===== src/rtl/efr_pkg.sv =====
// Shared types for the exact Fresnel reflectance block.
// No dependencies; imported by the top level and the pipeline parts.
package efr_pkg;

    // Special-case flags that travel down the pipeline with each transaction
    typedef struct packed {
        logic tir;   // eta^2 + c^2 - 1 not positive
        logic zdiv;  // g + c or c(g - c) + 1 is zero
    } efr_flags_t;

endpackage


===== src/rtl/efr_sqrt.sv =====
// Pipelined integer square root, one result bit per stage.
// Uses efr_pkg; instantiated by the top level.
module efr_sqrt #(
    parameter int X_W    = 40,
    parameter int R_W    = 20,
    parameter int SIDE_W = 1
) (
    input  logic              clk,
    input  logic              rst_n,
    input  logic              en,
    input  logic              in_valid,
    input  logic [X_W-1:0]    x,
    input  logic [SIDE_W-1:0] side_in,
    output logic              out_valid,
    output logic [R_W-1:0]    root,
    output logic [SIDE_W-1:0] side_out
);
    import efr_pkg::*;

    logic              v_reg    [R_W];
    logic [X_W-1:0]    rem_reg  [R_W];
    logic [R_W-1:0]    root_reg [R_W];
    logic [SIDE_W-1:0] side_reg [R_W];

    genvar s;
    generate
        for (s = 0; s < R_W; s++) begin : g_stage
            localparam int BIT = R_W - 1 - s;
            logic [X_W-1:0]   prev_rem;
            logic [R_W-1:0]   prev_root;
            logic             prev_v;
            logic [SIDE_W-1:0] prev_side;
            logic [X_W+1:0]   test;
            logic [X_W-1:0]   rem_next;
            logic [R_W-1:0]   root_next;

            // Take operands from the previous stage, or the input
            if (s == 0) begin : g_first
                assign prev_rem  = x;
                assign prev_root = '0;
                assign prev_v    = in_valid;
                assign prev_side = side_in;
            end else begin : g_rest
                assign prev_rem  = rem_reg[s-1];
                assign prev_root = root_reg[s-1];
                assign prev_v    = v_reg[s-1];
                assign prev_side = side_reg[s-1];
            end

            // Try one more root bit against the remainder
            always_comb
            begin
                test = (((X_W+2)'(prev_root) << 2) | (X_W+2)'(1)) << (2 * BIT);
                if ((X_W+2)'(prev_rem) >= test)
                begin
                    rem_next  = prev_rem - test[X_W-1:0];
                    root_next = (prev_root << 1) | R_W'(1);
                end
                else
                begin
                    rem_next  = prev_rem;
                    root_next = prev_root << 1;
                end
            end

            // Advance the stage
            always_ff @(posedge clk or negedge rst_n)
            begin
                if (!rst_n)
                begin
                    v_reg[s] <= 1'b0;
                end
                else if (en)
                begin
                    v_reg[s] <= prev_v;
                end
            end

            always_ff @(posedge clk)
            begin
                if (en)
                begin
                    rem_reg[s]  <= rem_next;
                    root_reg[s] <= root_next;
                    side_reg[s] <= prev_side;
                end
            end
        end
    endgenerate

    assign out_valid = v_reg[R_W-1];
    assign root      = root_reg[R_W-1];
    assign side_out  = side_reg[R_W-1];

endmodule


===== config.mk =====
export PLATFORM = sky130hd
export DESIGN_NAME = efr_sqrt
export DESIGN_NICKNAME = d
export VERILOG_FILES = /design/src/rtl/efr_pkg.sv /design/src/rtl/efr_sqrt.sv
export SDC_FILE = /design/constraint.sdc
export NUM_CORES = 1
export LEC_CHECK = 0
export BUFFER_PORTS_ARGS = -buffer_cell sky130_fd_sc_hd__buf_2
export CAP_MARGIN = 10
export CELL_PAD_IN_SITES_DETAIL_PLACEMENT = 0
export CELL_PAD_IN_SITES_GLOBAL_PLACEMENT = 1
export CORE_AREA = 3 3 348 350
export DETAILED_ROUTE_END_ITERATION = 16
export DIE_AREA = 0 0 351 353
export PLACE_DENSITY_LB_ADDON = 0.1
export SYNTH_ARGS = -nofsm -noshare
export SYNTH_HDL_FRONTEND = slang
export SYNTH_SLANG_ARGS = --single-unit
export TNS_END_PERCENT = 20

===== constraint.sdc =====
create_clock -name clk -period 3.32 [get_ports clk]
set_input_delay 0.332 -clock clk [delete_from_list [all_inputs] [get_ports clk]]
set_output_delay 0.332 -clock clk [all_outputs]
set_load 0.01 [all_outputs]

==> impl_metrics.yaml, run 1 <==
layout:
  final_cell_area_sq_um: 55520
  largest_reg_flops: 760
  area_growth_pct: 17.54
  diodes: 0
  drive_gt1_share_pct: 13.63
  fin_nets: 4275
critical_path:
  crit_fanout: 16
  cp-end-kind: "flop"
  slowest_delay_ps: 560
  worst-path-stages: 8
  crit_buf_inv: 1
  critPathMostFrequentCell: "or4_4"
  reg2reg_setup_slack_ps: 130
  reg2reg_to: "rem_reg[12][18]"
  reg2reg_depth: 8
  crit_path_cell_trace: "or4_4 > or4_4 > or3_1 > or4_4 > a21oi_4 > buf_8 > a211oi_1 > a21o_1"
  worstReg2RegStart: "rem_reg[11][33]"
  crit_type: "flop to flop"
  crit_family: "simple AND/OR/NAND/NOR gates"
  cp-start-kind: "flop"
  required_ps: 3750
  cp_slowest_cell: "or4_4"
  worst-endpoint-arrival_ps: 3620
floorplanning:
  io_pins: 67
  core_area_sq_um: 118100
  initial_core_util_pct: 40.00
  die_w_um: 351
  die_area_sq_um: 123900
  die_h_um: 353
  fp-row-count: 126
timing:
  slew_viol_final: 0
  finalHoldViolCount: 0
  max_freq_mhz: 313.6
  finClkSkew_ps: 66.09
  worst_pin_slew_ps: 766.1
  timing.setup.tns_ps: 0
  fin_crit_sh_pct: 96.03
  rsz0062_at_grt: "true"
  slew_headroom_pct: 48.12
  post-route-min-period_ps: 3188
  fin_ws_ps: 131.7
  setup-violations-final: 0
yosys:
  synth_top_cell_area_share_pct: 62.94
  yosysMostFrequentCell: "edfxtp_1"
  syn-cell-area_sq_um: 47240
  synth.net_count: 3913
  yosys-top-cells-count: "990 x edfxtp_1, 269 x inv_1, 253 x nand2_1"
  synth_cells: 3642
  synthDistinctLibCells: 79
  synthArstFlopShare_pct: 1.980
  synth_area_leaders: "edfxtp_1 63%, ha_1 6.0%, xor2_1 3.2%, xnor2_1 2.6%, inv_1 2.1%"
  synth_edf_count: 990
  ys_dominant_reg_cell: "edfxtp_1"
  synth_area_leader_cell: "edfxtp_1"
  syn_area_per_cell_sq_um: 12.97
  yosysSeqAreaShare_pct: 63.99
  ys_seq_elements: 1010
  ys_warn_count: 0
placed_design:
  io_buffers: 66
  gp_congestion: 0.8287
  dp_hpwl_um: 78550
  placed_area_sq_um: 50920
  pre_cts_ws_ps: -237.3
clocking:
  clock_sinks: 1010
  clkLatencyLatePin_ps: 710
  cts_setup_buffers: 0
  cts_buffers: 112
  cts-root-buf: "clkbuf_16"
  htree_levels: 3
  clkSlewWorstSetupHoldPaths_ps: 60
  clock_path_buffers: 3
  cts_tree: "built"
global_route:
  grt_pass1_wl_um: 165600
  grt_pass1_vias: 29140
  grt_max_degree: 97
  grt_use_total_pct: 16.96
  antenna_found_initial: 0
  grt_overflow: 0
drt:
  post_drt_wl_per_cell_um: 18.60
  drc_errors: 0
  drt_wl_total_um: 104800
  vias: 28620
  avgViaCountPerCell: 5.077
  drtIter0Drc: 1855
  route.antenna.remaining_nets: 0
  first_pass_iters: 5
power_and_ir_drop:
  peakVddDrop_mv: 0.4103
  p_leak_uw: 0.02121
  power.density_nw_per_um2: 658.3
status:
  outcome: "finished clean"
worst_hold_path:
  hold_path.class: "primary input to asynchronous set/reset pin"
run:
  cap_viol_max_count: 0
## metal layers
metal	global-route usage, %	wire length [um]	vias to the layer above
li1	-	-	14370
met1	21.96	46350	13740
met2	29.56	52760	344
met3	2.469	3036	159
met4	4.701	2680	0
met5	0	0	-
## repair_timing
item,4_1_cts,5_1_grt
hold buffers,45,0
hold endpoints to repair,67,0
pin swaps,0,6
setup endpoints to repair,34,92
gates resized for setup,11,30
## cell families after synthesis
kind of cell	Yosys count	synth area share, %
flops	1010	63.99
buf+inv	336	2.768
fa+ha+maj	226	5.986
mux	57	1.351
xor+xnor	312	5.785
compound gates	653	8.725
simple gates	1048	11.39
## metrics by stage
stage	cells	total power, uW	hold slack (ps)	util [%]
2_1_floorplan	3642	21280	36.41	-
3_3_place_gp	5381	23720	296.5	43.13
3_5_place_dp	5381	23700	302.8	43.13
4_1_cts	5636	37050	43.79	46.90
5_1_grt	5636	38480	83.61	47.02
6_report	5636	36550	88.15	47.02
## worst max path at each step
stage	from	end
after global placement	rem_reg[10][23]	rem_reg[11][31]
after floorplan	rem_reg[11][33]	rem_reg[12][31]
after detailed placement	rem_reg[10][23]	rem_reg[11][31]
final	rem_reg[11][33]	rem_reg[12][18]
after global routing	rem_reg[11][33]	rem_reg[12][34]
after CTS	rem_reg[13][12]	rem_reg[14][39]
## final cells by class
type / instances / area (sq um)
repair buffers: 312 / 2499
multi-input cells: 2296 / 15910
well taps: 1536 / 1922
clock buffers: 131 / 2895
inverters: 272 / 1021
clock inverters: 79 / 1046
flip-flops and latches: 1010 / 30230
fillers: 10570 / 62560
## where the power goes
part	internal, uW	switching, uW
Sequential	16000	1170
Clock	7900	5200
Combinational	2800	3450
## placed cells by master, fill, tap and decap left out, drive strengths merged, types with 49 or more instances in the layout
master | netlist | final
inv | 269 | 270
ha | 226 | 226
o21ai | 178 | 178
o21a | 49 | 49
nand3 | 56 | 56
edfxtp | 990 | 990
nand4 | 50 | 50
clkbuf | 54 | 131
a21o | 79 | 79
xnor2 | 142 | 142
mux2 | 51 | 51
nor2 | 221 | 221
xor2 | 170 | 170
nor4 | 117 | 117
buf | 10 | 267
clkinv | 3 | 52
nor3 | 109 | 109
nand2 | 253 | 253
a21oi | 176 | 176
Note: power is estimated with default switching activity, not from simulation.
==> inputs of run 2 (changes only) <==
--- a/config.mk
+++ b/config.mk
@@ -5,13 +5,14 @@
 export SDC_FILE = /design/constraint.sdc
 export NUM_CORES = 1
 export LEC_CHECK = 0
-export BUFFER_PORTS_ARGS = -buffer_cell sky130_fd_sc_hd__buf_2
+export ABC_AREA = 1
+export BUFFER_PORTS_ARGS = -buffer_cell sky130_fd_sc_hd__buf_4
 export CAP_MARGIN = 10
 export CELL_PAD_IN_SITES_DETAIL_PLACEMENT = 0
 export CELL_PAD_IN_SITES_GLOBAL_PLACEMENT = 1
-export CORE_AREA = 3 3 348 350
+export CORE_AREA = 3 3 373 375
 export DETAILED_ROUTE_END_ITERATION = 16
-export DIE_AREA = 0 0 351 353
+export DIE_AREA = 0 0 376 378
 export PLACE_DENSITY_LB_ADDON = 0.1
 export SYNTH_ARGS = -nofsm -noshare
 export SYNTH_HDL_FRONTEND = slang
==> run 2 against run 1 <==
Net effect: synthesized cell count up 58%; sequential power about the same; clock skew rose by 10 ps; cell count increased by 39%; maximum frequency is 7.9% higher; hold slack better by 180 ps; die area increased by 15%; utilization decreased by 1.7 points; register-to-register slack better by 230 ps; total power is 6.2% higher; global-route usage is 3.5 points higher; flip-flop and latch count did not move; critical path type unchanged; largest cell class unchanged.
==> impl_metrics.yaml, run 2 <==
layout:
  fin_nets: 6243
  num-fill-cells: 13080
  mostFrequentLayoutCells: "1520 x nand2_1, 990 x edfxtp_1, 786 x inv_1"
  area_growth_pct: 13.31
  diodes: 0
  drive_gt1_share_pct: 8.491
  final_common_cell: "nand2_1"
  largest_reg_flops: 760
yosys:
  yosysSeqAreaShare_pct: 55.78
  yosysMostFrequentCell: "nand2_1"
  synthArstFlopShare_pct: 1.980
  synth_top_cell_area_share_pct: 54.86
  syn-cell-area_sq_um: 54190
  synth_area_leader_cell: "edfxtp_1"
  synth_cells: 5740
  synth.net_count: 6011
  synth_edf_count: 990
  ys_dominant_reg_cell: "edfxtp_1"
  syn_area_per_cell_sq_um: 9.441
  ys_seq_elements: 1010
  synthDistinctLibCells: 63
  ys_warn_count: 0
  yosys-top-cells-count: "1520 x nand2_1, 990 x edfxtp_1, 786 x inv_1"
  synth_area_leaders: "edfxtp_1 55%, nand2_1 11%, inv_1 5.4%, ha_1 5.2%, nor2_1 4.0%"
floorplanning:
  fp-row-count: 135
  die_h_um: 378
  die_area_sq_um: 142100
  initial_core_util_pct: 39.95
  die_w_um: 376
  core_area_sq_um: 135600
  io_pins: 67
timing:
  post-route-min-period_ps: 2955
  rsz0062_at_grt: "false"
  setup-violations-final: 0
  max_freq_mhz: 338.4
  slew_viol_final: 0
  fin_crit_sh_pct: 89.01
  finClkSkew_ps: 76.49
  slew_headroom_pct: 34.35
  timing.setup.tns_ps: 0
  hold_slack_ps: 271.3
  worst_pin_slew_ps: 981.2
  finalHoldViolCount: 0
critical_path:
  crit_family: "simple AND/OR/NAND/NOR gates"
  crit_buf_inv: 3
  slowest_delay_ps: 470
  cp_slowest_cell: "inv_4"
  worst-endpoint-arrival_ps: 3370
  crit_fanout: 44
  cp-end-kind: "flop"
  cp-start-kind: "flop"
  required_ps: 3730
  reg2reg_setup_slack_ps: 360
  crit_type: "flop to flop"
  crit_path_cell_trace: "inv_1 > ha_1 > nand2_1 > inv_1 > nand2_1 > nor2_1 > nand3_1 > nor2_1 > nor2_1 > nand3_4 > inv_4 > o21ai_0"
  critPathMostFrequentCell: "nor2_1"
placed_design:
  gp_congestion: 0.9114
  io_buffers: 66
  dp_hpwl_um: 114300
global_route:
  grt_pass1_wl_um: 226200
  antenna_found_initial: 0
  grt_pass1_vias: 38530
  grt_use_total_pct: 20.47
  grt_max_degree: 125
  grt_overflow: 0
drt:
  avgViaCountPerCell: 4.974
  vias: 39030
  drt_wl_total_um: 145500
  first_pass_iters: 6
  drc_errors: 0
  route.antenna.remaining_nets: 0
  post_drt_wl_per_cell_um: 18.55
  drtIter0Drc: 2730
power_and_ir_drop:
  power.density_nw_per_um2: 631.9
  report.power.total_uw: 38800
  p_leak_uw: 0.02548
  peakVddDrop_mv: 0.4517
run:
  cap_viol_max_count: 0
clocking:
  cts-root-buf: "clkbuf_16"
  clock_sinks: 1010
  clock_path_buffers: 3
  cts_tree: "built"
  cts_buffers: 113
  clkSlewWorstSetupHoldPaths_ps: 60
  clkLatencyLatePin_ps: 740
  htree_levels: 3
worst_hold_path:
  hold_path.class: "primary input to flop"
status:
  outcome: "finished clean"
run 2: cell count changes in the layout (fill, tap and decap cells not counted), moves of 65 or more:
cell     delta
nand2_1  +1267
inv_1     +517
nor2_1    +362
nand3_1   +255
a21oi_1    +93
buf_4      -80
buf_2      -65
xor2_1     -65
run 2: timing repair:
| item | 4_1_cts | 5_1_grt |
|---|---|---|
| resized for setup | 0 | 1 |
| endpoints found under the hold margin | 72 | 0 |
| endpoints found under the setup margin | 0 | 1 |
| hold buffers | 46 | 0 |
| buffers inserted | 0 | 0 |
run 2: path summary, 6_finish.rpt:
| kind | startpoint | endpoint | cells after the start |
|---|---|---|---|
| setup / recovery | root_reg[14][5] | rem_reg[15][20] | 12 |
| hold / removal | x[26] | rem_reg[0][26] | 2 |
| setup reg to reg | root_reg[14][5] | rem_reg[15][20] | 12 |
| hold reg to reg | side_reg[2] | side_reg[3] | 0 |
| max in group asynchronous | rst_n | g_stage[9].prev_v | 3 |
| min in group asynchronous | rst_n | g_stage[19].prev_v | 3 |
run 2: logic make-up after synthesis:
logic type / after synthesis / share of synthesized area [%]
buffers and inverters: 849 / 6.428
multiplexers: 2 / 0.04156
XOR/XNOR: 200 / 3.232
AND/OR/NAND/NOR: 2819 / 22.26
adder cells (fa/ha/maj): 226 / 5.218
AO/OA/AOI/OAI: 634 / 7.035
flip-flops: 1010 / 55.78
run 2: area by class of cell:
class / count / area (sq um) / area share [%]
multi-input combinational: 3881 / 20480 / 33.36
clock inverter: 82 / 1062 / 1.730
sequential: 1010 / 30230 / 49.23
timing repair buffer: 163 / 1496 / 2.437
inverter: 803 / 3027 / 4.929
clock buffer: 126 / 2877 / 4.685
tap: 1781 / 2228 / 3.629
run 2: where the power goes:
part	internal, uW	switching, uW
Sequential	16000	1210
Combinational	2940	5610
Clock	7640	5380
Total	26600	12200
run 2: layer usage:
layer / global-route usage, % / part of all wire [%] / vias up
met5: 0 / 0 / -
met4: 5.347 / 2.1 / 0
met3: 2.292 / 3.7 / 171
met2: 33.71 / 46 / 692
met1: 28.82 / 48 / 18400
li1: - / - / 19770
run 2: through the flow:
stage          util, %  std cells  cell area [sq um]  setup WS [ps]
3_3_place_gp     42.02       7592              57000          296.7
4_1_cts          45.27       7846              61400          149.8
6_report         45.27       7846              61400          364.8
5_1_grt          45.27       7846              61400          153.3
2_1_floorplan        -       5740              54190           1232
3_5_place_dp     42.02       7592              57000          225.3
